### config.mk
export PLATFORM = sky130hd
export DESIGN_NAME = hid_boot_report_event_generator_flat
export DESIGN_NICKNAME = d
export VERILOG_FILES = /design/src/sv/hbr_pkg.sv /design/src/sv/hbr_if.sv /design/src/sv/hid_boot_report_event_generator.sv /design/src/sv/hbr_ctrl.sv /design/src/sv/hbr_datapath.sv /design/src/flat_wrapper.sv
export SDC_FILE = /design/constraint.sdc
export NUM_CORES = 1
export LEC_CHECK = 0
export ABC_AREA = 1
export BUFFER_PORTS_ARGS = -buffer_cell sky130_fd_sc_hd__buf_2
export CAP_MARGIN = 20
export CELL_PAD_IN_SITES_DETAIL_PLACEMENT = 0
export CELL_PAD_IN_SITES_GLOBAL_PLACEMENT = 1
export CORE_AREA = 8 8 183 228
export DETAILED_ROUTE_END_ITERATION = 6
export DIE_AREA = 0 0 191 236
export HOLD_SLACK_MARGIN = 0.1
export PLACE_DENSITY_LB_ADDON = 0.12
export SETUP_SLACK_MARGIN = 0.4
export SYNTH_ARGS = -nofsm -noshare
export SYNTH_HDL_FRONTEND = slang
export SYNTH_SLANG_ARGS = --single-unit
### constraint.sdc
create_clock -name clk -period 6.4 [get_ports clk]
set_clock_uncertainty 0.2 [all_clocks]
set_input_delay 0.96 -clock clk [delete_from_list [all_inputs] [get_ports clk]]
set_output_delay 0.96 -clock clk [all_outputs]
set_load 0.1 [all_outputs]
### src/sv/hbr_pkg.sv
`timescale 1ns / 1ps

package hbr_pkg;

    localparam int KEY_FIELDS  = 6;
    localparam int FLAG_COUNT  = 8;
    localparam int OUT_TOTAL_W = 24;
    localparam int CFG_INDEX_W = 2;

    localparam logic [7:0] KEY_NONE     = 8'd0;
    localparam logic [7:0] KEY_ROLLOVER = 8'd1;

    typedef enum logic [1:0] {
        CFG_DEVICE_KIND    = 2'd0,
        CFG_BLOCK_ACTIVE   = 2'd1,
        CFG_EVENTS_ENABLED = 2'd2
    } cfg_reg_t;

    typedef enum logic [3:0] {
        EV_KEY_DOWN   = 4'd0,
        EV_KEY_UP     = 4'd1,
        EV_MOD_DOWN   = 4'd2,
        EV_MOD_UP     = 4'd3,
        EV_MOVE       = 4'd4,
        EV_BTN_DOWN   = 4'd5,
        EV_BTN_UP     = 4'd6,
        EV_DISCONNECT = 4'd7,
        EV_TOTALS     = 4'd8
    } event_kind_t;

    typedef enum logic [2:0] {
        PH_READ       = 3'd0,
        PH_DISCONNECT = 3'd1,
        PH_KEY_DOWN   = 3'd2,
        PH_KEY_UP     = 3'd3,
        PH_FLAG       = 3'd4,
        PH_MOVE       = 3'd5
    } phase_t;

    typedef enum logic [2:0] {
        ST_IDLE     = 3'd0,
        ST_DECIDE   = 3'd1,
        ST_KEY_DOWN = 3'd2,
        ST_KEY_UP   = 3'd3,
        ST_MOVE     = 3'd4,
        ST_FLAGS    = 3'd5,
        ST_FLUSH    = 3'd6
    } state_t;

    typedef struct packed {
        logic              command;
        logic              no_device;
        logic [7:0]        flag_bits;
        logic [7:0]        key_0;
        logic [7:0]        key_1;
        logic [7:0]        key_2;
        logic [7:0]        key_3;
        logic [7:0]        key_4;
        logic [7:0]        key_5;
        logic signed [7:0] move_x;
        logic signed [7:0] move_y;
    } item_t;

    typedef struct packed {
        event_kind_t        event_kind;
        logic [7:0]         event_value;
        logic signed [23:0] read_x;
        logic signed [23:0] read_y;
        logic               last_event;
    } result_t;

    typedef struct packed {
        logic   capture;
        logic   step;
        phase_t phase;
        logic   flush;
        logic   commit;
        logic   set_gone;
    } dp_cmd_t;

    typedef struct packed {
        logic command;
        logic no_device;
        logic device_kind;
        logic block_active;
        logic events_enabled;
        logic gone;
        logic hit;
        logic can_push;
        logic out_free;
        logic hold_valid;
    } dp_stat_t;

endpackage

### src/sv/hbr_if.sv
`timescale 1ns / 1ps

interface hbr_item_if;
    logic              valid;
    logic              ready;
    logic              command;
    logic              no_device;
    logic [7:0]        flag_bits;
    logic [7:0]        key_0;
    logic [7:0]        key_1;
    logic [7:0]        key_2;
    logic [7:0]        key_3;
    logic [7:0]        key_4;
    logic [7:0]        key_5;
    logic signed [7:0] move_x;
    logic signed [7:0] move_y;

    modport source (
        output valid, command, no_device, flag_bits,
               key_0, key_1, key_2, key_3, key_4, key_5, move_x, move_y,
        input  ready
    );
    modport sink (
        input  valid, command, no_device, flag_bits,
               key_0, key_1, key_2, key_3, key_4, key_5, move_x, move_y,
        output ready
    );
endinterface

interface hbr_result_if;
    logic               valid;
    logic               ready;
    logic [3:0]         event_kind;
    logic [7:0]         event_value;
    logic signed [23:0] read_x;
    logic signed [23:0] read_y;
    logic               last_event;

    modport source (
        output valid, event_kind, event_value, read_x, read_y, last_event,
        input  ready
    );
    modport sink (
        input  valid, event_kind, event_value, read_x, read_y, last_event,
        output ready
    );
endinterface

### src/sv/hid_boot_report_event_generator.sv
// HID boot report event generator. Each beat on item is either a keyboard or
// mouse boot report or a read-and-clear of the mouse totals; each produces
// zero to twenty event beats on result, the final one flagged by last_event.
// The block works on one beat at a time: a controller walks a shared compare
// unit over the key slots (key-down scan, then key-up scan) and over the eight
// flag bits, one step per cycle unless a step waits. A keyboard report runs
// both key scans and the flag scan, a mouse report a move step and the flag
// scan, and a read, disconnect or ignored report is settled in the decide
// state. A step that finds an event waits while the held event and the result
// register are full and result is not ready, so a slow sink lengthens the
// scan. Configuration must be written only between beats; writing 1 to
// block_active also clears the disconnect latch.
`timescale 1ns / 1ps

module hid_boot_report_event_generator #(
    parameter int KEY_SLOTS   = 6,
    parameter int TOTAL_WIDTH = 24
) (
    input  logic                            clk,
    input  logic                            rst_n,
    input  logic                            cfg_we,
    input  logic [hbr_pkg::CFG_INDEX_W-1:0] cfg_index,
    input  logic                            cfg_data,
    hbr_item_if.sink                        item,
    hbr_result_if.source                    result
);

    localparam int IDX_W = (KEY_SLOTS > hbr_pkg::FLAG_COUNT) ?
                           $clog2(KEY_SLOTS) : $clog2(hbr_pkg::FLAG_COUNT);

    hbr_pkg::item_t    item_beat;
    hbr_pkg::result_t  res_beat;
    hbr_pkg::dp_cmd_t  cmd;
    hbr_pkg::dp_stat_t st;
    logic [IDX_W-1:0]  idx;
    logic              res_valid;

    assign item_beat.command   = item.command;
    assign item_beat.no_device = item.no_device;
    assign item_beat.flag_bits = item.flag_bits;
    assign item_beat.key_0     = item.key_0;
    assign item_beat.key_1     = item.key_1;
    assign item_beat.key_2     = item.key_2;
    assign item_beat.key_3     = item.key_3;
    assign item_beat.key_4     = item.key_4;
    assign item_beat.key_5     = item.key_5;
    assign item_beat.move_x    = item.move_x;
    assign item_beat.move_y    = item.move_y;

    hbr_ctrl #(
        .KEY_SLOTS (KEY_SLOTS),
        .IDX_W     (IDX_W)
    ) u_ctrl (
        .clk        (clk),
        .rst_n      (rst_n),
        .item_valid (item.valid),
        .item_ready (item.ready),
        .st         (st),
        .cmd        (cmd),
        .idx        (idx)
    );

    hbr_datapath #(
        .KEY_SLOTS   (KEY_SLOTS),
        .TOTAL_WIDTH (TOTAL_WIDTH),
        .IDX_W       (IDX_W)
    ) u_datapath (
        .clk       (clk),
        .rst_n     (rst_n),
        .cfg_we    (cfg_we),
        .cfg_index (cfg_index),
        .cfg_data  (cfg_data),
        .item_beat (item_beat),
        .cmd       (cmd),
        .idx       (idx),
        .st        (st),
        .res_valid (res_valid),
        .res_ready (result.ready),
        .res_beat  (res_beat)
    );

    assign result.valid       = res_valid;
    assign result.event_kind  = res_beat.event_kind;
    assign result.event_value = res_beat.event_value;
    assign result.read_x      = res_beat.read_x;
    assign result.read_y      = res_beat.read_y;
    assign result.last_event  = res_beat.last_event;

endmodule

### src/sv/hbr_ctrl.sv
`timescale 1ns / 1ps

module hbr_ctrl #(
    parameter int KEY_SLOTS = 6,
    parameter int IDX_W     = 3
) (
    input  logic               clk,
    input  logic               rst_n,
    input  logic               item_valid,
    output logic               item_ready,
    input  hbr_pkg::dp_stat_t  st,
    output hbr_pkg::dp_cmd_t   cmd,
    output logic [IDX_W-1:0]   idx
);

    localparam logic [IDX_W-1:0] LAST_KEY  = IDX_W'(KEY_SLOTS - 1);
    localparam logic [IDX_W-1:0] LAST_FLAG = IDX_W'(hbr_pkg::FLAG_COUNT - 1);

    hbr_pkg::state_t  state_reg, state_next;
    logic [IDX_W-1:0] idx_reg, idx_next;
    logic             advance;

    assign idx     = idx_reg;
    assign advance = !st.hit || st.can_push;

    always_ff @(posedge clk or negedge rst_n)
    begin
        if (!rst_n)
        begin
            state_reg <= hbr_pkg::ST_IDLE;
            idx_reg   <= '0;
        end
        else
        begin
            state_reg <= state_next;
            idx_reg   <= idx_next;
        end
    end

    always_comb
    begin
        state_next   = state_reg;
        idx_next     = idx_reg;
        item_ready   = 1'b0;
        cmd.capture  = 1'b0;
        cmd.step     = 1'b0;
        cmd.phase    = hbr_pkg::PH_READ;
        cmd.flush    = 1'b0;
        cmd.commit   = 1'b0;
        cmd.set_gone = 1'b0;
        unique case (state_reg)
            hbr_pkg::ST_IDLE:
            begin
                item_ready = 1'b1;
                if (item_valid)
                begin
                    cmd.capture = 1'b1;
                    state_next  = hbr_pkg::ST_DECIDE;
                end
            end
            hbr_pkg::ST_DECIDE:
            begin
                idx_next = '0;
                if (st.command)
                begin
                    cmd.step   = 1'b1;
                    cmd.phase  = hbr_pkg::PH_READ;
                    state_next = hbr_pkg::ST_FLUSH;
                end
                else if (st.no_device)
                begin
                    cmd.set_gone = 1'b1;
                    cmd.step     = st.events_enabled;
                    cmd.phase    = hbr_pkg::PH_DISCONNECT;
                    state_next   = hbr_pkg::ST_FLUSH;
                end
                else if (!st.block_active || st.gone)
                begin
                    state_next = hbr_pkg::ST_FLUSH;
                end
                else if (!st.events_enabled)
                begin
                    cmd.commit = 1'b1;
                    state_next = hbr_pkg::ST_FLUSH;
                end
                else if (st.device_kind)
                begin
                    state_next = hbr_pkg::ST_MOVE;
                end
                else
                begin
                    state_next = hbr_pkg::ST_KEY_DOWN;
                end
            end
            hbr_pkg::ST_KEY_DOWN:
            begin
                cmd.step  = 1'b1;
                cmd.phase = hbr_pkg::PH_KEY_DOWN;
                if (advance)
                begin
                    if (idx_reg == LAST_KEY)
                    begin
                        idx_next   = '0;
                        state_next = hbr_pkg::ST_KEY_UP;
                    end
                    else
                    begin
                        idx_next = idx_reg + 1'b1;
                    end
                end
            end
            hbr_pkg::ST_KEY_UP:
            begin
                cmd.step  = 1'b1;
                cmd.phase = hbr_pkg::PH_KEY_UP;
                if (advance)
                begin
                    if (idx_reg == LAST_KEY)
                    begin
                        idx_next   = '0;
                        state_next = hbr_pkg::ST_FLAGS;
                    end
                    else
                    begin
                        idx_next = idx_reg + 1'b1;
                    end
                end
            end
            hbr_pkg::ST_MOVE:
            begin
                cmd.step  = 1'b1;
                cmd.phase = hbr_pkg::PH_MOVE;
                if (advance)
                begin
                    idx_next   = '0;
                    state_next = hbr_pkg::ST_FLAGS;
                end
            end
            hbr_pkg::ST_FLAGS:
            begin
                cmd.step  = 1'b1;
                cmd.phase = hbr_pkg::PH_FLAG;
                if (advance)
                begin
                    if (idx_reg == LAST_FLAG)
                    begin
                        cmd.commit = 1'b1;
                        state_next = hbr_pkg::ST_FLUSH;
                    end
                    else
                    begin
                        idx_next = idx_reg + 1'b1;
                    end
                end
            end
            hbr_pkg::ST_FLUSH:
            begin
                cmd.flush = 1'b1;
                if (!st.hold_valid || st.out_free)
                begin
                    state_next = hbr_pkg::ST_IDLE;
                end
            end
            default:
            begin
                state_next = hbr_pkg::ST_IDLE;
            end
        endcase
    end

    a_commit_once: assert property (@(posedge clk) disable iff (!rst_n)
        cmd.commit |=> !cmd.commit)
        else $error("report committed twice");

    a_ignored_report: assert property (@(posedge clk) disable iff (!rst_n)
        state_reg == hbr_pkg::ST_DECIDE && !st.command && !st.no_device &&
        (st.gone || !st.block_active) |=> state_reg == hbr_pkg::ST_FLUSH)
        else $error("ignored report was processed");

    a_hold_empty_at_start: assert property (@(posedge clk) disable iff (!rst_n)
        state_reg == hbr_pkg::ST_DECIDE |-> !st.hold_valid)
        else $error("event left over from previous beat");

endmodule

### src/sv/hbr_datapath.sv
`timescale 1ns / 1ps

module hbr_datapath #(
    parameter int KEY_SLOTS   = 6,
    parameter int TOTAL_WIDTH = 24,
    parameter int IDX_W       = 3
) (
    input  logic                                clk,
    input  logic                                rst_n,
    input  logic                                cfg_we,
    input  logic [hbr_pkg::CFG_INDEX_W-1:0]     cfg_index,
    input  logic                                cfg_data,
    input  hbr_pkg::item_t                      item_beat,
    input  hbr_pkg::dp_cmd_t                    cmd,
    input  logic [IDX_W-1:0]                    idx,
    output hbr_pkg::dp_stat_t                   st,
    output logic                                res_valid,
    input  logic                                res_ready,
    output hbr_pkg::result_t                    res_beat
);

    localparam int KI_W = (KEY_SLOTS > 1) ? $clog2(KEY_SLOTS) : 1;
    localparam logic signed [TOTAL_WIDTH-1:0] TOTAL_MAX = {1'b0, {(TOTAL_WIDTH-1){1'b1}}};
    localparam logic signed [TOTAL_WIDTH-1:0] TOTAL_MIN = {1'b1, {(TOTAL_WIDTH-1){1'b0}}};

    logic [7:0] key_in   [hbr_pkg::KEY_FIELDS];
    logic [7:0] key_slot [KEY_SLOTS];

    logic                          device_kind_reg;
    logic                          block_active_reg;
    logic                          events_enabled_reg;
    logic                          gone_reg;

    logic                          command_reg;
    logic                          no_device_reg;
    logic [7:0]                    flags_reg;
    logic [7:0]                    keys_reg [KEY_SLOTS];
    logic signed [7:0]             dx_reg;
    logic signed [7:0]             dy_reg;

    logic [7:0]                    prev_keys_reg [KEY_SLOTS];
    logic [7:0]                    prev_flags_reg;
    logic signed [TOTAL_WIDTH-1:0] total_x_reg;
    logic signed [TOTAL_WIDTH-1:0] total_y_reg;

    logic                          hold_valid_reg;
    hbr_pkg::event_kind_t          hold_kind_reg;
    logic [7:0]                    hold_value_reg;
    logic signed [23:0]            hold_rx_reg;
    logic signed [23:0]            hold_ry_reg;

    logic                          out_valid_reg;
    hbr_pkg::event_kind_t          out_kind_reg;
    logic [7:0]                    out_value_reg;
    logic signed [23:0]            out_rx_reg;
    logic signed [23:0]            out_ry_reg;
    logic                          out_last_reg;

    logic                          hit;
    hbr_pkg::event_kind_t          ev_kind;
    logic [7:0]                    ev_value;
    logic signed [23:0]            ev_rx;
    logic signed [23:0]            ev_ry;
    logic [7:0]                    cur_key;
    logic [7:0]                    old_key;
    logic                          cur_in_prev;
    logic                          old_in_cur;
    logic [2:0]                    fidx;
    logic                          now_bit;
    logic                          was_bit;
    logic                          out_free;
    logic                          can_push;
    logic                          step_push;
    logic                          flush_push;
    logic                          move_out;
    logic                          read_push;

    function automatic logic signed [TOTAL_WIDTH-1:0] sat_add(
        input logic signed [TOTAL_WIDTH-1:0] acc,
        input logic signed [7:0]             delta
    );
        logic signed [TOTAL_WIDTH:0] sum;
        sum = {acc[TOTAL_WIDTH-1], acc} + (TOTAL_WIDTH+1)'(delta);
        if (sum[TOTAL_WIDTH] != sum[TOTAL_WIDTH-1])
            return sum[TOTAL_WIDTH] ? TOTAL_MIN : TOTAL_MAX;
        return sum[TOTAL_WIDTH-1:0];
    endfunction

    assign key_in[0] = item_beat.key_0;
    assign key_in[1] = item_beat.key_1;
    assign key_in[2] = item_beat.key_2;
    assign key_in[3] = item_beat.key_3;
    assign key_in[4] = item_beat.key_4;
    assign key_in[5] = item_beat.key_5;

    for (genvar gi = 0; gi < KEY_SLOTS; gi++)
    begin : g_slot
        if (gi < hbr_pkg::KEY_FIELDS)
        begin : g_used
            assign key_slot[gi] = key_in[gi];
        end
        else
        begin : g_empty
            assign key_slot[gi] = hbr_pkg::KEY_NONE;
        end
    end

    // configuration and disconnect latch
    always_ff @(posedge clk or negedge rst_n)
    begin
        if (!rst_n)
        begin
            device_kind_reg    <= 1'b0;
            block_active_reg   <= 1'b0;
            events_enabled_reg <= 1'b0;
            gone_reg           <= 1'b0;
        end
        else
        begin
            if (cfg_we)
            begin
                unique case (cfg_index)
                    hbr_pkg::CFG_DEVICE_KIND:    device_kind_reg <= cfg_data;
                    hbr_pkg::CFG_BLOCK_ACTIVE:
                    begin
                        block_active_reg <= cfg_data;
                        if (cfg_data)
                            gone_reg <= 1'b0;
                    end
                    hbr_pkg::CFG_EVENTS_ENABLED: events_enabled_reg <= cfg_data;
                    default: ;
                endcase
            end
            if (cmd.set_gone)
                gone_reg <= 1'b1;
        end
    end

    // captured beat
    always_ff @(posedge clk)
    begin
        if (cmd.capture)
        begin
            command_reg   <= item_beat.command;
            no_device_reg <= item_beat.no_device;
            flags_reg     <= item_beat.flag_bits;
            dx_reg        <= item_beat.move_x;
            dy_reg        <= item_beat.move_y;
            for (int i = 0; i < KEY_SLOTS; i++)
                keys_reg[i] <= key_slot[i];
        end
    end

    // event candidate for the current scan step
    assign cur_key = keys_reg[idx[KI_W-1:0]];
    assign old_key = prev_keys_reg[idx[KI_W-1:0]];
    assign fidx    = idx[2:0];
    assign now_bit = flags_reg[fidx];
    assign was_bit = prev_flags_reg[fidx];

    always_comb
    begin
        cur_in_prev = 1'b0;
        old_in_cur  = 1'b0;
        for (int j = 0; j < KEY_SLOTS; j++)
        begin
            if (prev_keys_reg[j] == cur_key)
                cur_in_prev = 1'b1;
            if (keys_reg[j] == old_key)
                old_in_cur = 1'b1;
        end
    end

    always_comb
    begin
        hit      = 1'b0;
        ev_kind  = hbr_pkg::EV_TOTALS;
        ev_value = '0;
        ev_rx    = '0;
        ev_ry    = '0;
        unique case (cmd.phase)
            hbr_pkg::PH_READ:
            begin
                hit     = 1'b1;
                ev_kind = hbr_pkg::EV_TOTALS;
                ev_rx   = hbr_pkg::OUT_TOTAL_W'(total_x_reg);
                ev_ry   = hbr_pkg::OUT_TOTAL_W'(total_y_reg);
            end
            hbr_pkg::PH_DISCONNECT:
            begin
                hit     = 1'b1;
                ev_kind = hbr_pkg::EV_DISCONNECT;
            end
            hbr_pkg::PH_KEY_DOWN:
            begin
                hit      = cur_key != hbr_pkg::KEY_NONE &&
                           cur_key != hbr_pkg::KEY_ROLLOVER && !cur_in_prev;
                ev_kind  = hbr_pkg::EV_KEY_DOWN;
                ev_value = cur_key;
            end
            hbr_pkg::PH_KEY_UP:
            begin
                hit      = old_key != hbr_pkg::KEY_NONE && !old_in_cur;
                ev_kind  = hbr_pkg::EV_KEY_UP;
                ev_value = old_key;
            end
            hbr_pkg::PH_FLAG:
            begin
                hit = now_bit ^ was_bit;
                if (device_kind_reg)
                begin
                    ev_kind  = now_bit ? hbr_pkg::EV_BTN_DOWN : hbr_pkg::EV_BTN_UP;
                    ev_value = 8'(fidx);
                end
                else
                begin
                    ev_kind  = now_bit ? hbr_pkg::EV_MOD_DOWN : hbr_pkg::EV_MOD_UP;
                    ev_value = 8'd1 << fidx;
                end
            end
            hbr_pkg::PH_MOVE:
            begin
                hit     = dx_reg != '0 || dy_reg != '0;
                ev_kind = hbr_pkg::EV_MOVE;
            end
            default:
            begin
                hit = 1'b0;
            end
        endcase
    end

    // one event is held back so that the final one can carry last_event
    assign out_free   = !out_valid_reg || res_ready;
    assign can_push   = !hold_valid_reg || out_free;
    assign step_push  = cmd.step && hit && can_push;
    assign flush_push = cmd.flush && hold_valid_reg && out_free;
    assign move_out   = (step_push && hold_valid_reg) || flush_push;
    assign read_push  = step_push && cmd.phase == hbr_pkg::PH_READ;

    always_ff @(posedge clk or negedge rst_n)
    begin
        if (!rst_n)
        begin
            hold_valid_reg <= 1'b0;
            out_valid_reg  <= 1'b0;
        end
        else
        begin
            if (step_push)
                hold_valid_reg <= 1'b1;
            else if (flush_push)
                hold_valid_reg <= 1'b0;
            if (move_out)
                out_valid_reg <= 1'b1;
            else if (res_ready)
                out_valid_reg <= 1'b0;
        end
    end

    always_ff @(posedge clk)
    begin
        if (step_push)
        begin
            hold_kind_reg  <= ev_kind;
            hold_value_reg <= ev_value;
            hold_rx_reg    <= ev_rx;
            hold_ry_reg    <= ev_ry;
        end
        if (move_out)
        begin
            out_kind_reg  <= hold_kind_reg;
            out_value_reg <= hold_value_reg;
            out_rx_reg    <= hold_rx_reg;
            out_ry_reg    <= hold_ry_reg;
            out_last_reg  <= flush_push;
        end
    end

    // stored report and mouse totals
    always_ff @(posedge clk or negedge rst_n)
    begin
        if (!rst_n)
        begin
            prev_flags_reg <= '0;
            total_x_reg    <= '0;
            total_y_reg    <= '0;
            for (int i = 0; i < KEY_SLOTS; i++)
                prev_keys_reg[i] <= hbr_pkg::KEY_NONE;
        end
        else if (read_push)
        begin
            total_x_reg <= '0;
            total_y_reg <= '0;
        end
        else if (cmd.commit)
        begin
            prev_flags_reg <= flags_reg;
            for (int i = 0; i < KEY_SLOTS; i++)
                prev_keys_reg[i] <= keys_reg[i];
            if (device_kind_reg)
            begin
                total_x_reg <= sat_add(total_x_reg, dx_reg);
                total_y_reg <= sat_add(total_y_reg, dy_reg);
            end
        end
    end

    assign st.command        = command_reg;
    assign st.no_device      = no_device_reg;
    assign st.device_kind    = device_kind_reg;
    assign st.block_active   = block_active_reg;
    assign st.events_enabled = events_enabled_reg;
    assign st.gone           = gone_reg;
    assign st.hit            = hit;
    assign st.can_push       = can_push;
    assign st.out_free       = out_free;
    assign st.hold_valid     = hold_valid_reg;

    assign res_valid            = out_valid_reg;
    assign res_beat.event_kind  = out_kind_reg;
    assign res_beat.event_value = out_value_reg;
    assign res_beat.read_x      = out_rx_reg;
    assign res_beat.read_y      = out_ry_reg;
    assign res_beat.last_event  = out_last_reg;

    a_totals_only_on_read: assert property (@(posedge clk) disable iff (!rst_n)
        out_valid_reg && out_kind_reg != hbr_pkg::EV_TOTALS |->
        out_rx_reg == '0 && out_ry_reg == '0)
        else $error("totals on a non-read event");

    a_read_clears: assert property (@(posedge clk) disable iff (!rst_n)
        read_push |=> total_x_reg == '0 && total_y_reg == '0)
        else $error("totals not cleared after read");

    a_flush_marks_last: assert property (@(posedge clk) disable iff (!rst_n)
        flush_push |=> !hold_valid_reg && out_valid_reg && out_last_reg)
        else $error("final event not marked last");

endmodule
### src/flat_wrapper.sv
// flat-port wrapper written by rule: the top's interface ports become plain ports
module hid_boot_report_event_generator_flat 
#(
    parameter int KEY_SLOTS   = 6,
    parameter int TOTAL_WIDTH = 24
)
  (clk, rst_n, cfg_we, cfg_index, cfg_data, item_valid, item_command, item_no_device, item_flag_bits, item_key_0, item_key_1, item_key_2, item_key_3, item_key_4, item_key_5, item_move_x, item_move_y, item_ready, result_valid, result_event_kind, result_event_value, result_read_x, result_read_y, result_last_event, result_ready);
  hbr_item_if item_i ();
  hbr_result_if result_i ();
  input  logic clk;
  input  logic rst_n;
  input  logic cfg_we;
  input  logic [hbr_pkg::CFG_INDEX_W-1:0] cfg_index;
  input  logic cfg_data;
  input wire logic [$bits(item_i.valid)-1:0] item_valid;
  input wire logic [$bits(item_i.command)-1:0] item_command;
  input wire logic [$bits(item_i.no_device)-1:0] item_no_device;
  input wire logic [$bits(item_i.flag_bits)-1:0] item_flag_bits;
  input wire logic [$bits(item_i.key_0)-1:0] item_key_0;
  input wire logic [$bits(item_i.key_1)-1:0] item_key_1;
  input wire logic [$bits(item_i.key_2)-1:0] item_key_2;
  input wire logic [$bits(item_i.key_3)-1:0] item_key_3;
  input wire logic [$bits(item_i.key_4)-1:0] item_key_4;
  input wire logic [$bits(item_i.key_5)-1:0] item_key_5;
  input wire logic [$bits(item_i.move_x)-1:0] item_move_x;
  input wire logic [$bits(item_i.move_y)-1:0] item_move_y;
  output wire logic [$bits(item_i.ready)-1:0] item_ready;
  output wire logic [$bits(result_i.valid)-1:0] result_valid;
  output wire logic [$bits(result_i.event_kind)-1:0] result_event_kind;
  output wire logic [$bits(result_i.event_value)-1:0] result_event_value;
  output wire logic [$bits(result_i.read_x)-1:0] result_read_x;
  output wire logic [$bits(result_i.read_y)-1:0] result_read_y;
  output wire logic [$bits(result_i.last_event)-1:0] result_last_event;
  input wire logic [$bits(result_i.ready)-1:0] result_ready;
  assign item_i.valid = item_valid;
  assign item_i.command = item_command;
  assign item_i.no_device = item_no_device;
  assign item_i.flag_bits = item_flag_bits;
  assign item_i.key_0 = item_key_0;
  assign item_i.key_1 = item_key_1;
  assign item_i.key_2 = item_key_2;
  assign item_i.key_3 = item_key_3;
  assign item_i.key_4 = item_key_4;
  assign item_i.key_5 = item_key_5;
  assign item_i.move_x = item_move_x;
  assign item_i.move_y = item_move_y;
  assign item_ready = item_i.ready;
  assign result_valid = result_i.valid;
  assign result_event_kind = result_i.event_kind;
  assign result_event_value = result_i.event_value;
  assign result_read_x = result_i.read_x;
  assign result_read_y = result_i.read_y;
  assign result_last_event = result_i.last_event;
  assign result_i.ready = result_ready;
  hid_boot_report_event_generator #(.KEY_SLOTS(KEY_SLOTS), .TOTAL_WIDTH(TOTAL_WIDTH)) u_core (.clk(clk), .rst_n(rst_n), .cfg_we(cfg_we), .cfg_index(cfg_index), .cfg_data(cfg_data), .item(item_i), .result(result_i));
endmodule
==> reports/results.ini <==
[status]
outcome=completed

[logic_synthesis]
synth_edf_count=195
synth-seq-cells=311
syn_nets=2229
ys_warn_count=0
synthCells=2090
avgSynthCellArea_um2=8.256
syn-cell-area_mm2=0.01725
synth.distinct_cells=43
ys.flop_type=edfxtp_1
async_reset_ff_share_pct=37.30
ys_seq_area_share_pct=50.76

[routing]
routed_via_density=5.157
routed_wirelength_mm=49.36
wl_per_cell_um=18.03
drc=0
ant_nets=0
first_pass_iters=5
first_iter_violations=800
vias=14120

[setup_path]
reg2reg_from=u_core.u_datapath.dy_reg[7]
cp_slowest_cell=edfxtp_1
cp_common_cell=o21ai_0
r2r_cells=13
r2r_slack_ns=1.71
startpoint_type=flip-flop
cp_max_fo=24
critical_path_class=reg2reg
required_ns=6.62
crit_chain=ha_1 -> a21oi_1 -> o21ai_0 -> o21bai_1 -> a21oi_1 -> o21ai_0 -> xnor2_1 -> nand2_1 -> inv_1 -> nor2_2 -> o21ai_0 -> nand4_1 -> nand2_1
cp.arrival_ns=4.91
crit_path_end_kind=flip-flop
worst-path-buf-inv=1
r2r_end=u_core.u_datapath.total_y_reg[2]
cp_top_family=simple AND/OR/NAND/NOR gates
max_stage_delay_ns=0.83

[die]
start_util_pct=45.48
fp.dieW_um=191
ioPinCount=145
core_mm2=0.03794
die_area_mm2=0.04508
num_rows=80
die_h_um=236

[cells_and_area]
seqCellArea_mm2=0.008761
syn_to_final_growth_pct=13.07
antenna_cells=0
fin_nets=2358
multi_input_area_mm2=0.007292
fillers=3637
stdcell_area_mm2=0.01951
layout.cells.non_filler=2737
drive_gt1_share_pct=11.31

[grt]
antenna_found_initial=0
grt_pass1_vias=14340
grtUsageTotal_pct=21.93
grt_start_max_net_pins=85
grt-ovfl-total=0
grt_pass1_wl_mm=78.54

[sta]
fin_tns_setup_ns=0
final_hold_viol_count=0
worst_pin_slew_ns=0.9647
relSlewSlack_pct=35.68
setup_viol=0
setup_ws_ns=1.710
finalMaxSlewViolations=0
fmax_ghz=0.2132
finalCritPeriodShare_pct=73.28
fin_crit_ns=4.690
rsz0062_at_grt=false

[cts]
htree_levels=2
cts_buffers=34
cts_tree=yes
postCtsHoldBufs=0
cts.sinks=311
clkTransAtPathRegs_ns=0.06
cts_resized=0
root_buffer=clkbuf_16
cts_setup_buffers=0
clock_latency_ns=0.54
clockBufferDepth=3

[flow_run]
cap_violations=0

[placement]
placed_cell_area_mm2=0.01838
portBuffers=144
dp_slack_ns=1.735
dp_cells=2675
dp_hpwl_mm=35.31
place.gp.congestion=0.8970

[pwr]
power_per_cell_area_mw_per_mm2=572.4
vdd_drop_max_mv=0.3898
pwr-share-seq_pct=31.5
pwr-share-comb_pct=50.6
intPower_uw=5475
p_switching_uw=5691
p_sw_share_pct=50.96
clockPowerShare_pct=17.9
p_leak_uw=0.009169
power_uw=11170

[min_path]
hold_class=in2async

==> power by group through the flow <==
| stage | sequential [uW] | combinational (uW) | clock [uW] |
|---|---|---|---|
| 5_1_grt | 3590 | 6200 | 2120 |
| 3_3_place_gp | 3550 | 5660 | 0 |
| 6_report | 3520 | 5650 | 2000 |
| 2_1_floorplan | 4960 | 2810 | 0 |
| 3_5_place_dp | 3550 | 5700 | 0 |
| 4_1_cts | 3530 | 5710 | 2050 |
==> final cells by class <==
type / instances / share of cell area, %
inverters: 231 / 4.445
repair buffers: 158 / 4.310
clock buffers: 46 / 4.849
multi-input cells: 1483 / 37.38
clock inverters: 16 / 0.9556
flip-flops and latches: 311 / 44.91
well taps: 492 / 3.155
==> cells in the mapped netlist, types with 17 or more instances <==
master	instances	area share, %
a21oi_1	64	1.9
buf_2	19	0.55
buf_4	17	0.74
clkbuf_1	21	0.46
dfrtp_1	116	17
edfxtp_1	195	34
ha_1	55	4.0
inv_1	225	4.9
nand2_1	759	17
nand2_2	19	0.69
nand3_1	113	3.3
nand3b_1	30	1.3
nand4_1	52	1.9
nor2_1	152	3.3
o21ai_0	61	1.8
o21ai_1	52	1.5
xnor2_1	17	0.86
xor2_1	28	1.4
==> worst max-delay path by stage <==
stage	startpoint	end	slack, ns	cells after the start
2_1_floorplan	u_core.u_ctrl.state_reg[1]	u_core.u_datapath.command_reg	0.54	5
3_3_place_gp	u_core.u_datapath.dy_reg[7]	u_core.u_datapath.total_y_reg[12]	1.86	13
3_5_place_dp	u_core.u_datapath.dy_reg[7]	u_core.u_datapath.total_y_reg[2]	1.74	13
4_1_cts	u_core.u_datapath.dy_reg[7]	u_core.u_datapath.total_y_reg[2]	1.72	13
5_1_grt	u_core.u_datapath.dy_reg[7]	u_core.u_datapath.total_y_reg[2]	1.21	13
6_report	u_core.u_datapath.dy_reg[7]	u_core.u_datapath.total_y_reg[2]	1.71	13
==> cell usage in the layout (no fill, tap or decap), types with 7 or more instances in the layout <==
| cell type | n |
|---|---|
| nand2_1 | 757 |
| inv_1 | 223 |
| edfxtp_1 | 195 |
| nor2_1 | 150 |
| buf_2 | 143 |
| dfrtp_1 | 114 |
| nand3_1 | 113 |
| a21oi_1 | 64 |
| o21ai_0 | 61 |
| ha_1 | 55 |
| nand4_1 | 52 |
| o21ai_1 | 52 |
| clkbuf_16 | 34 |
| nand3b_1 | 30 |
| xor2_1 | 28 |
| nand2_2 | 19 |
| xnor2_1 | 17 |
| o211ai_1 | 14 |
| o21bai_1 | 14 |
| buf_4 | 14 |
| nor3_1 | 13 |
| o211ai_2 | 8 |
| clkbuf_1 | 7 |
==> layer usage <==
layer	up-vias	part of all wire [%]	global-route usage (%)
met5	-	0	0
met4	0	2.7	6.615
met3	78	3.8	3.144
met2	264	52	39.97
met1	6661	41	26.06
li1	7112	-	-
==> through the flow <==
stage	utilization (%)	hold slack [ns]
finish	51.42	0.2102
global route	51.42	0.2222
CTS	51.42	0.2172
detailed placement	48.44	0.2045
global placement	48.44	0.2015
floorplan	-	0.2003
==> kinds of logic after synthesis <==
| kind of cell | share of synthesized area (%) |
|---|---|
| XOR/XNOR | 2.284 |
| adder cells (fa/ha/maj) | 4.220 |
| flip-flops | 50.76 |
| AND/OR/NAND/NOR | 27.87 |
| buffers and inverters | 7.121 |
| AO/OA/AOI/OAI | 7.745 |
Note: power is estimated with default switching activity, not from simulation.
